[src/sv/utv_pkg.sv]
package utv_pkg;

    typedef enum logic [2:0] {
        ERR_NONE  = 3'd0,
        ERR_CTRL  = 3'd1,
        ERR_LEAD  = 3'd2,
        ERR_CONT  = 3'd3,
        ERR_RANGE = 3'd4,
        ERR_TRUNC = 3'd5
    } t_err;

    typedef enum logic [2:0] {
        RULE_NONE = 3'd0,
        RULE_E0   = 3'd1,
        RULE_ED   = 3'd2,
        RULE_F0   = 3'd3,
        RULE_F4   = 3'd4
    } t_rule;

    typedef struct packed {
        logic text_ok;
        t_err error_kind;
        logic final_res;
    } t_result;

    localparam logic [7:0] C_TAB     = 8'h09;
    localparam logic [7:0] C_LF      = 8'h0a;
    localparam logic [7:0] C_CR      = 8'h0d;
    localparam logic [7:0] C_SPACE   = 8'h20;
    localparam logic [7:0] C_DEL     = 8'h7f;
    localparam logic [7:0] C_ASCII   = 8'h80;
    localparam logic [7:0] C_L2_LO   = 8'hc2;
    localparam logic [7:0] C_L2_HI   = 8'hdf;
    localparam logic [7:0] C_L3_LO   = 8'he0;
    localparam logic [7:0] C_L3_HI   = 8'hef;
    localparam logic [7:0] C_L4_LO   = 8'hf0;
    localparam logic [7:0] C_L4_HI   = 8'hf4;
    localparam logic [7:0] C_LEAD_ED = 8'hed;
    localparam logic [7:0] C_A0      = 8'ha0;
    localparam logic [7:0] C_90      = 8'h90;
    localparam logic [1:0] C_CONT_TAG = 2'b10;

endpackage

[src/sv/utf8_text_validator.sv]
// a result is registered into the output word, or into the skid word while the output word is stalled
// throughput: one byte per cycle while o_stall is low; a two-word output stage absorbs a stalled result
// o_stall rises only when both output words are held by downstream stall
// reset (i_rst_n low, synchronous) clears sequence state, sticky error and output valids
module utf8_text_validator (
    input  logic       i_clk,
    input  logic       i_rst_n,
    input  logic       i_valid,
    output logic       o_stall,
    input  logic [7:0] i_data_byte,
    input  logic       i_last_byte,
    output logic       o_valid,
    input  logic       i_stall,
    output logic       o_text_ok,
    output logic [2:0] o_error_kind,
    output logic       o_final_res
);
    import utv_pkg::*;

    logic [1:0] r_pend, n_pend;
    t_rule      r_rule, n_rule;
    t_err       r_err,  n_err;

    logic       r_out_valid, r_skid_valid;
    t_result    r_out, r_skid;
    t_result    w_res;
    t_err       w_e;
    logic       w_range_ok;
    logic       w_accept, w_out_free;

    assign w_accept   = i_valid && !r_skid_valid;
    assign w_out_free = !r_out_valid || !i_stall;

    // per-byte check
    always_comb begin
        n_pend     = r_pend;
        n_rule     = r_rule;
        w_e        = ERR_NONE;
        w_range_ok = 1'b1;
        if (r_err == ERR_NONE) begin
            if (r_pend != 2'd0) begin
                case (r_rule)
                    RULE_E0: w_range_ok = (i_data_byte >= C_A0);
                    RULE_ED: w_range_ok = (i_data_byte <  C_A0);
                    RULE_F0: w_range_ok = (i_data_byte >= C_90);
                    RULE_F4: w_range_ok = (i_data_byte <  C_90);
                    default: w_range_ok = 1'b1;
                endcase
                if (i_data_byte[7:6] != C_CONT_TAG) begin
                    w_e = ERR_CONT;
                end else if (!w_range_ok) begin
                    w_e = ERR_RANGE;
                end else begin
                    n_rule = RULE_NONE;
                    n_pend = r_pend - 2'd1;
                end
            end else if (i_data_byte < C_ASCII) begin
                if ((i_data_byte < C_SPACE && !(i_data_byte inside {C_TAB, C_LF, C_CR}))
                    || i_data_byte == C_DEL) begin
                    w_e = ERR_CTRL;
                end
            end else begin
                if (i_data_byte inside {[C_L2_LO:C_L2_HI]}) begin
                    n_pend = 2'd1;
                end else if (i_data_byte inside {[C_L3_LO:C_L3_HI]}) begin
                    n_pend = 2'd2;
                end else if (i_data_byte inside {[C_L4_LO:C_L4_HI]}) begin
                    n_pend = 2'd3;
                end else begin
                    w_e = ERR_LEAD;
                end
                if (w_e == ERR_NONE) begin
                    case (i_data_byte)
                        C_L3_LO:   n_rule = RULE_E0;
                        C_LEAD_ED: n_rule = RULE_ED;
                        C_L4_LO:   n_rule = RULE_F0;
                        C_L4_HI:   n_rule = RULE_F4;
                        default:   n_rule = RULE_NONE;
                    endcase
                end
            end
            if (w_e == ERR_NONE && i_last_byte && n_pend != 2'd0) begin
                w_e = ERR_TRUNC;
            end
            n_err = w_e;
        end else begin
            n_err = r_err;
        end

        w_res.text_ok    = (n_err == ERR_NONE);
        w_res.error_kind = n_err;
        w_res.final_res  = i_last_byte;

        // buffer closed: start clean
        if (i_last_byte) begin
            n_pend = 2'd0;
            n_rule = RULE_NONE;
            n_err  = ERR_NONE;
        end
    end

    always_ff @(posedge i_clk) begin
        if (!i_rst_n) begin
            r_pend <= 2'd0;
            r_rule <= RULE_NONE;
            r_err  <= ERR_NONE;
        end else if (w_accept) begin
            r_pend <= n_pend;
            r_rule <= n_rule;
            r_err  <= n_err;
        end
    end

    // output word plus skid word
    always_ff @(posedge i_clk) begin
        if (!i_rst_n) begin
            r_out_valid  <= 1'b0;
            r_skid_valid <= 1'b0;
        end else if (w_out_free) begin
            if (r_skid_valid) begin
                r_out_valid  <= 1'b1;
                r_skid_valid <= 1'b0;
            end else begin
                r_out_valid  <= w_accept;
            end
        end else if (w_accept) begin
            r_skid_valid <= 1'b1;
        end
    end

    always_ff @(posedge i_clk) begin
        if (w_out_free) begin
            r_out <= r_skid_valid ? r_skid : w_res;
        end else if (w_accept) begin
            r_skid <= w_res;
        end
    end

    assign o_stall      = r_skid_valid;
    assign o_valid      = r_out_valid;
    assign o_text_ok    = r_out.text_ok;
    assign o_error_kind = r_out.error_kind;
    assign o_final_res  = r_out.final_res;

endmodule

[config.mk]
export PLATFORM = sky130hd
export DESIGN_NAME = utf8_text_validator
export DESIGN_NICKNAME = d
export VERILOG_FILES = /design/src/sv/utv_pkg.sv /design/src/sv/utf8_text_validator.sv
export SDC_FILE = /design/constraint.sdc
export NUM_CORES = 1
export LEC_CHECK = 0
export ABC_AREA = 1
export BUFFER_PORTS_ARGS = -buffer_cell sky130_fd_sc_hd__buf_4
export CORE_MARGIN = 8
export CORE_UTILIZATION = 28
export DETAILED_ROUTE_END_ITERATION = 8
export SLEW_MARGIN = 20
export SYNTH_ARGS = -nofsm -noshare
export SYNTH_HDL_FRONTEND = slang
export SYNTH_SLANG_ARGS = --single-unit
export TNS_END_PERCENT = 5
[constraint.sdc]
create_clock -name i_clk -period 2.03 [get_ports i_clk]
set_input_delay 0.406 -clock i_clk [delete_from_list [all_inputs] [get_ports i_clk]]
set_output_delay 0.406 -clock i_clk [all_outputs]
set_load 0.02 [all_outputs]
==> results of run 1 <==
-- state kept, by name, indices dropped and copies added (netlist names), 2 cells and up --
register      cells
o_error_kind      3
r_err             3
r_rule            3
r_pend            2
r_skid            5
-- worst max-delay path, stage by stage (launching register included) --
cell	delay (ns)
sky130_fd_sc_hd__dfxtp_4	0.37
sky130_fd_sc_hd__inv_1	0.07
sky130_fd_sc_hd__nor3_2	0.10
sky130_fd_sc_hd__nand3_1	0.09
sky130_fd_sc_hd__nand2_1	0.08
sky130_fd_sc_hd__nand2_2	0.09
sky130_fd_sc_hd__nand2_2	0.08
sky130_fd_sc_hd__nand2_1	0.07
sky130_fd_sc_hd__nand3_2	0.07
sky130_fd_sc_hd__nand2_1	0.05
sky130_fd_sc_hd__nand2_1	0.06
sky130_fd_sc_hd__nand2_1	0.06
sky130_fd_sc_hd__nand2_1	0.06
sky130_fd_sc_hd__nand2_1	0.06
sky130_fd_sc_hd__nand2_2	0.12
sky130_fd_sc_hd__nor2_2	0.04
sky130_fd_sc_hd__nand2_1	0.06
sky130_fd_sc_hd__nand2_1	0.05
-- metrics by stage --
| step | hold WS (ns) | power [mW] | util |
|---|---|---|---|
| after detailed placement | 0.481 | 0.752 | 0.348 |
| after global routing | 0.381 | 1.20 | 0.370 |
| after CTS | 0.381 | 1.14 | 0.364 |
| final | 0.384 | 1.13 | 0.370 |
| after global placement | 0.479 | 0.753 | 0.348 |
| after floorplan | 0.457 | 0.646 | - |
-- path summary, 6_finish.rpt --
path	slack, ns	cells past startpoint	start	endpoint
worst max-delay path	0.21	17	r_rule[2]	o_text_ok
worst min-delay path	0.38	1	i_last_byte	r_skid[0]
worst max register to register	0.21	17	r_rule[2]	o_text_ok
worst min register to register	0.49	2	r_err[1]	r_err[1]
-- power breakdown --
group / switching (mW) / internal (mW) / total, mW / leakage (nW)
clock: 0.122 / 0.263 / 0.385 / 0.0357
combinational: 0.161 / 0.109 / 0.270 / 0.506
sequential: 0.0142 / 0.464 / 0.478 / 0.183
total: 0.297 / 0.835 / 1.13 / 0.725
-- Yosys cell counts, types with 2 or more instances --
master	number
sky130_fd_sc_hd__a211oi_1	4
sky130_fd_sc_hd__a21oi_1	9
sky130_fd_sc_hd__a31oi_1	3
sky130_fd_sc_hd__dfxtp_1	10
sky130_fd_sc_hd__edfxtp_1	10
sky130_fd_sc_hd__inv_1	29
sky130_fd_sc_hd__inv_2	3
sky130_fd_sc_hd__nand2_1	39
sky130_fd_sc_hd__nand2_2	3
sky130_fd_sc_hd__nand3_1	15
sky130_fd_sc_hd__nand4_1	2
sky130_fd_sc_hd__nor2_1	22
sky130_fd_sc_hd__nor2_2	4
sky130_fd_sc_hd__nor3_1	5
sky130_fd_sc_hd__nor3_2	2
sky130_fd_sc_hd__o21ai_0	11
sky130_fd_sc_hd__o21ai_2	2
-- repair_timing --
item	4_1_cts	5_1_grt
hold buffers	0	0
endpoints found under the hold margin	0	0
gates resized for setup	0	9
setup endpoints to repair	0	6
-- cell families after synthesis --
group	after synthesis	synth area share
AO/OA/AOI/OAI	31	0.148
AND/OR/NAND/NOR	93	0.335
adder cells (fa/ha/maj)	1	0.0101
flip-flops	20	0.403
buffers and inverters	34	0.104
-- layout make-up --
| cell class | count | area share |
|---|---|---|
| well taps | 52 | 0.0406 |
| clock buffers | 3 | 0.0258 |
| flip-flops and latches | 20 | 0.316 |
| inverters | 33 | 0.0773 |
| clock inverters | 1 | 0.0187 |
| multi-input cells | 125 | 0.395 |
| repair buffers | 27 | 0.127 |
-- per-layer routing --
layer | wire length (um) | part of all wire
met4 | 10 | 0.0035
met2 | 1390 | 0.49
met1 | 1350 | 0.47
met5 | 0 | 0
met3 | 96 | 0.034
==> qor.log, run 1 <==
[layout] share of post-route cells with drive strength above 1 0.263
[timing] minimum period implied by the final worst setup slack 1.82 ns
[die] Die Ht 82.6 um
[detailed_routing] drt via density 4.61
[synth] net count of the mapped netlist 193
[layout] number of fillers in the final layout 450
[global_routing] Global Route met3 Usage 0.0152
[synth] library cell occupying the most area in the post-synthesis netlist sky130_fd_sc_hd__edfxtp_1
[clock_tree] TritonCTS clock tree built
[layout] area of combinational cells with multiple inputs 632 sq um
[power] maximum resistive drop on vdd 0.336 mV
[timing] skew final 0.00698 ns
[min_path] class of the tightest hold or removal check in -> reg
[clock_tree] level count of the clock H-tree 1
[synth] fraction of the yosys area taken by sequential cells 0.403
[setup_path] data arrival time of the worst path 1.84 ns
[setup_path] Critical Path Source Type register
[detailed_routing] number of design rule violations left after detail routing 0
[synth] most used flip-flop cell after synthesis sky130_fd_sc_hd__edfxtp_1
[clock_tree] Clk pin slew, worst setup/hold paths 0.07 ns
[synth] Syn Std Cell Area 1240 sq um
[timing] highest clock frequency the design can meet 0.548 GHz
[die] area of the core 4320 sq um
[clock_tree] count of clock tree sinks 20
[timing] number of hold-slack violations in the final timing report 0
[die] die footprint 6820 sq um
[detailed_routing] vias after detailed routing 1204
[timing] transition time at the pin with the least slew margin 0.508 ns
[synth] count of state elements after synthesis 20
[detailed_routing] sum of routed wire length over all layers 2850 um
[synth] fraction of synthesis flops using an asynchronous set or reset pin 0
[timing] count of endpoints failing setup in the final report 0
[timing] worst path setup slack after routing 0.207 ns
[layout] area of all placed cells without fillers 1600 sq um
[global_routing] GRT met1 Usage 0.111
[layout] net total in the final layout 224
[detailed_routing] antenna-violating nets left 0
[clock_tree] clock latency reported for the late side of the worst-skew pair 0.26 ns
[clock_tree] Root Driver sky130_fd_sc_hd__clkbuf_8
[global_routing] global route hottest layer met2
[layout] signed area change from the synthesized netlist to the final layout 29.0%
[synth] Post-synth EDFFs 10
[synth] main area contributors after synthesis sky130_fd_sc_hd__edfxtp_1 (24%), sky130_fd_sc_hd__dfxtp_1 (16%), sky130_fd_sc_hd__nand2_1 (12%)
[detailed_routing] number of design-rule violations left by the first detailed-router iteration 90
[timing] total negative setup slack 0 ns
[die] die boundary width 82.6 um
[synth] YS warnings 0
[synth] number of instances in the synthesized netlist 179
[placed_design] post-detailed-placement cell area 1500 sq um
[die] initial core utilization 0.287
[layout] leading cell types in the layout, fill and taps excluded sky130_fd_sc_hd__nand2_1 (39), sky130_fd_sc_hd__inv_1 (29), sky130_fd_sc_hd__buf_4 (27), sky130_fd_sc_hd__nor2_1 (21), sky130_fd_sc_hd__nand3_1 (13)
[detailed_routing] first-pass iteration count of the detailed router 5
[global_routing] number of global-route vias before repair 1148
[global_routing] largest net degree at the start of global routing 13
[global_routing] global-route wire length before repair 4910 um
[timing] worst slew margin relative to its limit 0.659
[global_routing] number of antenna violations at the first check in global routing 0
[synth] Syn Area/Cell 6.93 sq um
[global_routing] residual overflow from global routing 0
[layout] storage element area 507 sq um
[layout] final cell count without fillers 261
[synth] area share of the leading cell type in the synthesized netlist 0.242
[run] number of maximum-capacitance constraint violations 0
[layout] Ant. Diodes 0
[setup_path] maximum fanout along the worst path 5
[detailed_routing] WL/cell 10.9 um
[placed_design] DP Cell Count 257
[global_routing] combined global-route utilization of all metal layers 0.0870
[placed_design] Final Wtd Congestion 0.884
[status] outcome complete, no violations
[die] number of placement rows 24
[placed_design] number of buffer cells added on primary ports 19
[clock_tree] Max Root-Sink Buffers 2
[timing] portion of the clock cycle consumed by the worst path in the final layout 0.898
[placed_design] estimated wirelength of the detail-placed design 2320 um
[setup_path] kind of capture point of the worst setup path register
[clock_tree] post-CTS setup buffer count 0
[timing] Final Max Tran Viols 0
[power] pwr/cell area 707 nW/um^2
[clock_tree] Inserted Clock Buffers 3
[power] Static Leakage 0.725 nW
[placed_design] worst-case setup slack after placement -0.0528 ns
[setup_path] kind of critical path reg -> reg
[global_routing] GR met2 Demand/Resource 0.148
[die] I/O pin total 20
[layout] leading cell type in the layout, fill and taps excluded sky130_fd_sc_hd__nand2_1
[setup_path] data required time of the critical path 2.05 ns
[synth] Distinct cells, synth 23
Note: power is estimated with default switching activity, not from simulation.
==> inputs of run 2 (changes only) <==
--- a/config.mk
+++ b/config.mk
@@ -7,7 +7,7 @@
 export LEC_CHECK = 0
 export ABC_AREA = 1
 export BUFFER_PORTS_ARGS = -buffer_cell sky130_fd_sc_hd__buf_4
-export CORE_MARGIN = 8
+export CORE_MARGIN = 5
 export CORE_UTILIZATION = 28
 export DETAILED_ROUTE_END_ITERATION = 8
 export SLEW_MARGIN = 20
==> constraint.sdc (replaced) <==
create_clock -name i_clk -period 2.03 [get_ports i_clk]
set_input_delay 0.3045 -clock i_clk [delete_from_list [all_inputs] [get_ports i_clk]]
set_output_delay 0.3045 -clock i_clk [all_outputs]
set_load 0.02 [all_outputs]
==> run 2 against run 1 <==
Against the previous run:
- first-iteration DRC count increased by 31%
- largest power group unchanged
- register-to-register slack better by 0.03 ns
- flip-flop and latch count is the same
- clock power fell by 34%
- design area is 3.7% lower
- routed wire length is 1.1% lower
- sequential share of layout area up 1.2 points
==> qor.log, run 2 (synthesis gave the netlist of run 1 again) <==
[detailed_routing] first-pass iteration count of the detailed router 4 [-1]
[setup_path] CP Cell Sequence inv_1, nor3_2, nand3_1, nand2_1, nand2_2, nand2_2, nand2_1, nand3_1, nand2_1, nand2_1, nand2_1, nand2_1, nand2_1, nand2_2, nor2_2, nand2_1, nand2_1
[die] die footprint 5860 sq um [-14%]
[setup_path] cell repeated most along the worst path sky130_fd_sc_hd__nand2_1
[die] area of the core 4320 sq um [unchanged]
[setup_path] flop2flop setup slack 0.23 ns [+0.03 ns]
[global_routing] largest net degree at the start of global routing 13 [unchanged]
[timing] Final Max Tran Viols 0 [unchanged]
[global_routing] combined global-route utilization of all metal layers 0.0966 [+0.00963]
[detailed_routing] WL/cell 10.9 um [+0.45%]
[die] Die Ht 76.6 um [-7.3%]
[timing] number of hold-slack violations in the final timing report 0 [unchanged]
[setup_path] worst-path cell with the longest stage delay sky130_fd_sc_hd__dfxtp_4
[power] maximum resistive drop on vdd 0.214 mV [-36%]
[power] pwr/cell area 647 nW/um^2 [-8.6%]
[detailed_routing] vias after detailed routing 1186 [-1.5%]
[placed_design] number of buffer cells added on primary ports 19 [unchanged]
[global_routing] residual overflow from global routing 0 [unchanged]
[layout] net total in the final layout 220 [-1.8%]
[clock_tree] clock latency reported for the late side of the worst-skew pair 0.25 ns [about the same]
[clock_tree] Max Root-Sink Buffers 2 [unchanged]
[detailed_routing] number of design-rule violations left by the first detailed-router iteration 118 [+31%]
[min_path] class of the tightest hold or removal check in -> reg
[min_path] worst hold path endpoint r_skid[0]
[setup_path] maximum fanout along the worst path 5 [unchanged]
[die] die boundary width 76.6 um [-7.3%]
[setup_path] CP peak stage delay 0.37 ns [about the same]
[clock_tree] TritonCTS clock tree built
[detailed_routing] antenna-violating nets left 0 [unchanged]
[die] number of placement rows 24 [unchanged]
[clock_tree] Clk pin slew, worst setup/hold paths 0.07 ns [about the same]
[timing] portion of the clock cycle consumed by the worst path in the final layout 0.886 [-0.0125]
[global_routing] number of global-route vias before repair 1091 [-5.0%]
[layout] Ant. Diodes 0 [unchanged]
[setup_path] number of stages on the worst setup path 17 [unchanged]
[setup_path] family of cells with the greatest summed delay on the critical path simple AND/OR/NAND/NOR gates
[setup_path] Critical Path Source Type register
[placed_design] estimated wirelength of the detail-placed design 2300 um [-0.85%]
[setup_path] Buf/Inv on CP 1 [unchanged]
[clock_tree] Inserted Clock Buffers 3 [unchanged]
[clock_tree] level count of the clock H-tree 1 [unchanged]
[power] Static Leakage 0.696 nW [-3.9%]
[detailed_routing] drt via density 4.61 [about the same]
[setup_path] data required time of the critical path 2.04 ns [about the same]
[placed_design] Final Wtd Congestion 0.916 [+3.7%]
[timing] total negative setup slack 0 ns [unchanged]
[layout] most flop-heavy register r_skid
[clock_tree] Root Driver sky130_fd_sc_hd__clkbuf_8
[global_routing] number of antenna violations at the first check in global routing 0 [unchanged]
[timing] minimum period implied by the final worst setup slack 1.80 ns [-0.0254 ns]
[run] number of maximum-capacitance constraint violations 0 [unchanged]
[setup_path] data arrival time of the worst path 1.81 ns [-0.03 ns]
[setup_path] kind of critical path reg -> reg
[layout] share of post-route cells with drive strength above 1 0.244 [-0.0193]
[layout] leading cell types in the layout, fill and taps excluded sky130_fd_sc_hd__nand2_1 (39), sky130_fd_sc_hd__inv_1 (29), sky130_fd_sc_hd__buf_4 (23), sky130_fd_sc_hd__nor2_1 (20), sky130_fd_sc_hd__nand3_1 (15)
[detailed_routing] number of design rule violations left after detail routing 0 [unchanged]
[timing] skew final 0.00113 ns [-0.00585 ns]
[status] outcome complete, no violations
[layout] signed area change from the synthesized netlist to the final layout 24.3%
[global_routing] global-route wire length before repair 4860 um [-0.98%]
[layout] number of flip-flops in the largest register 5 [unchanged]
[min_path] Hold Path Stages 1 [unchanged]
[min_path] hold path startpoint i_last_byte
[detailed_routing] sum of routed wire length over all layers 2810 um [-1.1%]
[setup_path] Worst Reg2Reg Path Length in Cells 17 [unchanged]
[layout] area of all placed cells without fillers 1540 sq um [-3.7%]
[timing] worst slew margin relative to its limit 0.610 [-0.0486]
[die] I/O pin total 20 [unchanged]
[timing] highest clock frequency the design can meet 0.556 GHz [+1.4%]
[die] initial core utilization 0.287 [unchanged]
[setup_path] reg-to-reg critical path startpoint r_rule[2]
[placed_design] post-detailed-placement cell area 1470 sq um [-2.5%]
[timing] transition time at the pin with the least slew margin 0.581 ns [+0.0724 ns]
[setup_path] kind of capture point of the worst setup path register
[layout] number of fillers in the final layout 466 [+3.6%]
[timing] count of endpoints failing setup in the final report 0 [unchanged]
[timing] RSZ-0062 raised after global routing false
[layout] leading cell type in the layout, fill and taps excluded sky130_fd_sc_hd__nand2_1
[clock_tree] count of clock tree sinks 20 [unchanged]
[setup_path] end of the worst register-to-register path o_text_ok
[run 2: worst max-delay path by stage]
stage / start / to / slack, ns
2_1_floorplan: r_rule[2] / o_text_ok / 0.36
3_3_place_gp: i_data_byte[6] / o_text_ok / 0.08
3_5_place_dp: i_data_byte[6] / o_text_ok / 0.06
4_1_cts: r_rule[2] / o_text_ok / 0.16
5_1_grt: r_rule[1] / o_text_ok / 0.004
6_report: r_rule[2] / o_text_ok / 0.23
[run 2: metrics by stage]
stage          hold slack (ns)  total power, mW  instances  worst slack (ns)   util
2_1_floorplan            0.403            0.646        179             0.358      -
3_3_place_gp             0.475            0.743        252            0.0821  0.339
3_5_place_dp             0.480            0.744        252            0.0618  0.339
4_1_cts                  0.289            0.996        256             0.164  0.350
5_1_grt                  0.289             1.06        257           0.00438  0.357
6_report                 0.292            0.998        257             0.232  0.357
[run 2: timing repair]
item                                    CTS  global route
hold endpoints to repair                  0             0
hold buffers                              0             0
endpoints found under the setup margin    0             3
buffers inserted                          0             1
gates resized for setup                   0             9
[run 2: where the power goes]
group	switching (mW)	internal, mW	total (mW)	leakage (nW)
Clock	0.119	0.134	0.254	0.0231
Sequential	0.0153	0.464	0.479	0.183
Combinational	0.160	0.105	0.265	0.490
[run 2: final cells by class]
cell class                 instances  area [sq um]  share of cell area
clock buffer                       3          41.3              0.0268
clock inverter                     1          3.75             0.00243
inverter                          33           124              0.0803
multi-input combinational        125           629               0.408
sequential                        20           507               0.328
tap                               52          65.1              0.0422
timing repair buffer              23           173               0.112
[run 2: metal layers]
| layer | vias up | part of all wire | global-route usage |
|---|---|---|---|
| met2 | 24 | 0.49 | 0.158 |
| li1 | 634 | - | - |
| met3 | 2 | 0.039 | 0.00591 |
| met5 | - | 0 | 0 |
| met4 | 0 | 0.010 | 0.0315 |
| met1 | 526 | 0.46 | 0.135 |
==> inputs of run 3 (changes only) <==
--- a/config.mk
+++ b/config.mk
@@ -6,10 +6,10 @@
 export NUM_CORES = 1
 export LEC_CHECK = 0
 export ABC_AREA = 1
-export BUFFER_PORTS_ARGS = -buffer_cell sky130_fd_sc_hd__buf_4
 export CORE_MARGIN = 5
 export CORE_UTILIZATION = 28
 export DETAILED_ROUTE_END_ITERATION = 8
+export DONT_BUFFER_PORTS = 1
 export SLEW_MARGIN = 20
 export SYNTH_ARGS = -nofsm -noshare
 export SYNTH_HDL_FRONTEND = slang
==> constraint.sdc (replaced) <==
create_clock -name i_clk -period 1.6 [get_ports i_clk]
set_input_delay 0.24 -clock i_clk [delete_from_list [all_inputs] [get_ports i_clk]]
set_output_delay 0.24 -clock i_clk [all_outputs]
set_load 0.02 [all_outputs]
==> run 3 against run 2 <==
Against the previous run:
- the run now ends with setup timing left
- worst setup slack worse by 0.40 ns
- die area unchanged
- via count increased by 1.2%
- sequential share of layout area shrank 1.6 points
- total power grew 44%
- cell count up 2.3%
- combinational power grew 12%
- worst hold slack got worse by 0.22 ns
==> qor.log, run 3 (synthesis gave the netlist of run 1 again) <==
[power] maximum resistive drop on vdd 0.300 mV [+40%]
[clock_tree] Inserted Clock Buffers 3 [unchanged]
[setup_path] number of stages on the worst setup path 17 [unchanged]
[layout] number of fillers in the final layout 452 [-3.0%]
[layout] area of combinational cells with multiple inputs 644 sq um [+2.4%]
[power] Switching Fraction 0.263 [-0.0323]
[placed_design] worst-case setup slack after placement -0.218 ns [-0.280 ns]
[setup_path] Buf/Inv on CP 1 [unchanged]
[setup_path] cell repeated most along the worst path sky130_fd_sc_hd__nand2_1
[detailed_routing] sum of routed wire length over all layers 2850 um [+1.4%]
[global_routing] number of antenna violations at the first check in global routing 0 [unchanged]
[power] internal power 1.06 mW [+50%]
[detailed_routing] first-pass iteration count of the detailed router 4 [unchanged]
[clock_tree] count of clock tree sinks 20 [unchanged]
[timing] worst path setup slack after routing -0.170 ns [-0.402 ns]
[global_routing] number of global-route vias before repair 1190 [+9.1%]
[timing] Final Max Tran Viols 0 [unchanged]
[layout] leading cell types in the layout, fill and taps excluded sky130_fd_sc_hd__nand2_1 (38), sky130_fd_sc_hd__inv_1 (29), sky130_fd_sc_hd__buf_4 (29), sky130_fd_sc_hd__nor2_1 (21), sky130_fd_sc_hd__nand3_1 (12)
[timing] worst slew margin relative to its limit 0.696 [+0.0863]
[clock_tree] Max Root-Sink Buffers 2 [unchanged]
[setup_path] Critical Path Source Type register
[die] die boundary width 76.6 um [unchanged]
[timing] number of hold-slack violations in the final timing report 0 [unchanged]
[setup_path] kind of capture point of the worst setup path register
[status] outcome finished with violations
[power] pwr/cell area 880 nW/um^2 [+36%]
[die] area of the core 4320 sq um [unchanged]
[timing] final worst hold slack 0.0686 ns [-0.223 ns]
[global_routing] GRT met1 Usage 0.120 [-0.0155]
[global_routing] global route hottest layer met2
[setup_path] CP peak stage delay 0.37 ns [about the same]
[timing] minimum period implied by the final worst setup slack 1.77 ns [-0.0283 ns]
[layout] leading cell type in the layout, fill and taps excluded sky130_fd_sc_hd__nand2_1
[detailed_routing] number of design rule violations left after detail routing 0 [unchanged]
[global_routing] global-route wire length before repair 4960 um [+2.1%]
[status] failing checks setup timing
[clock_tree] CTS Hold Buffers Added 0 [unchanged]
[power] post-layout total power 1.44 mW [+44%]
[timing] total negative setup slack -0.863 ns [-0.863 ns]
[timing] RSZ-0062 raised after global routing true
[global_routing] Global Route met3 Usage 0.0225 [+0.0165]
[die] die footprint 5860 sq um [unchanged]
[layout] number of flip-flops in the largest register 5 [unchanged]
[timing] highest clock frequency the design can meet 0.565 GHz [+1.6%]
[clock_tree] Clk pin slew, worst setup/hold paths 0.07 ns [about the same]
[min_path] Hold Path Stages 0 [-1]
[global_routing] residual overflow from global routing 0 [unchanged]
[setup_path] data required time of the critical path 1.63 ns [-0.41 ns]
[detailed_routing] drt via density 4.56 [-1.1%]
[power] Static Leakage 0.741 nW [+6.5%]
[setup_path] CP Cell Sequence nand2_1, nor2_1, nand3_1, nand2_1, inv_1, nand2_2, nand3_1, nand3_2, nand2_1, nand2_1, nand2_2, nand2_1, nand2_1, nand2_2, nor2_2, nand2_1, nand2_1
[detailed_routing] number of design-rule violations left by the first detailed-router iteration 137 [+16%]
[timing] skew final 0.00592 ns [+0.00479 ns]
[setup_path] family of cells with the greatest summed delay on the critical path simple AND/OR/NAND/NOR gates
[detailed_routing] antenna-violating nets left 0 [unchanged]
[layout] share of post-route cells with drive strength above 1 0.284 [+0.0405]
[clock_tree] clock latency reported for the late side of the worst-skew pair 0.26 ns [about the same]
[power] part of the total power dissipated in sequential elements 0.444 [-0.036]
[global_routing] GR met2 Demand/Resource 0.174 [+0.0163]
[run] number of maximum-capacitance constraint violations 0 [unchanged]
[placed_design] Final Wtd Congestion 0.873 [-4.7%]
[timing] transition time at the pin with the least slew margin 0.454 ns [-0.127 ns]
[clock_tree] TritonCTS clock tree built
[die] number of placement rows 24 [unchanged]
[layout] most flop-heavy register r_skid
[power] combinational share of power 0.208 [-0.058]
[timing] portion of the clock cycle consumed by the worst path in the final layout 1.11 [+0.220]
[detailed_routing] vias after detailed routing 1200 [+1.2%]
[die] I/O pin total 20 [unchanged]
[layout] Ant. Diodes 0 [unchanged]
[placed_design] estimated wirelength of the detail-placed design 2330 um [+1.4%]
[setup_path] worst-path cell with the longest stage delay sky130_fd_sc_hd__dfxtp_4
[setup_path] Worst Reg2Reg Path Length in Cells 17 [unchanged]
[layout] signed area change from the synthesized netlist to the final layout 31.5%
[power] clock power share 0.348 [+0.094]
[setup_path] data arrival time of the worst path 1.80 ns [about the same]
[setup_path] maximum fanout along the worst path 4 [-1]
[power] switching power total 0.378 mW [+28%]
[die] Die Ht 76.6 um [unchanged]
[setup_path] kind of critical path reg -> reg
[die] initial core utilization 0.287 [unchanged]
[detailed_routing] WL/cell 10.8 um [-0.93%]
[timing] count of endpoints failing setup in the final report 8 [+8]
[clock_tree] post-CTS setup buffer count 0 [unchanged]
[layout] storage element area 509 sq um [+0.49%]
[clock_tree] level count of the clock H-tree 1 [unchanged]
[global_routing] combined global-route utilization of all metal layers 0.100 [+0.00352]
[clock_tree] Root Driver sky130_fd_sc_hd__clkbuf_8
[min_path] class of the tightest hold or removal check in -> reg
[global_routing] largest net degree at the start of global routing 13 [unchanged]
[layout] net total in the final layout 226 [+2.7%]
[placed_design] number of buffer cells added on primary ports 0 [-19]
run 3: cell types whose count changed in the layout (fill, tap and decap cells not counted), sizes merged:
| cell | before | now |
|---|---|---|
| bufinv | 0 | 1 |
| clkinv | 2 | 1 |
| buf | 23 | 29 |
run 3: routing by layer:
metal	wire length (um)	share of wire	vias to the layer above
met5	0	0	-
met4	51	0.018	0
met3	73	0.026	5
met2	1380	0.49	21
met1	1340	0.47	522
li1	-	-	652
run 3: through the flow:
step,utilization,std cells,instance area [sq um]
after floorplan,-,179,1240
after global placement,0.352,259,1520
after detailed placement,0.352,259,1520
after CTS,0.370,263,1600
after global routing,0.377,263,1630
final,0.377,263,1630
run 3: cell type report:
cell class,instances,share of cell area
clock buffers,3,0.0253
clock inverters,1,0.0184
flip-flops and latches,20,0.312
repair buffers,29,0.133
well taps,52,0.0399
inverters,33,0.0759
multi-input cells,125,0.395
run 3: worst register-to-register path: cells and delay by family, from the launching register on:
family / cells / cell delay, ns
AND/OR/NAND/NOR: 16 / 1.12
buffers and inverters: 1 / 0.04
flip-flops: 1 / 0.37
run 3: what timing repair did:
item / CTS / global route
endpoints found under the setup margin: 9 / 14
resized for setup: 3 / 10
pin swaps: 1 / 6
run 3: worst paths after layout:
check              start   endpoint  slack (ns)
min          i_last_byte  r_skid[0]        0.07
max reg2reg    r_rule[1]  o_text_ok       -0.17
max            r_rule[1]  o_text_ok       -0.17
min reg2reg     r_err[1]   r_err[1]        0.49
run 3: power by group through the flow:
stage | registers, mW | logic (mW) | clock network [mW]
finish | 0.637 | 0.298 | 0.500
CTS | 0.639 | 0.289 | 0.514
global placement | 0.649 | 0.289 | 0
global route | 0.641 | 0.336 | 0.535
detailed placement | 0.649 | 0.288 | 0
floorplan | 0.647 | 0.174 | 0
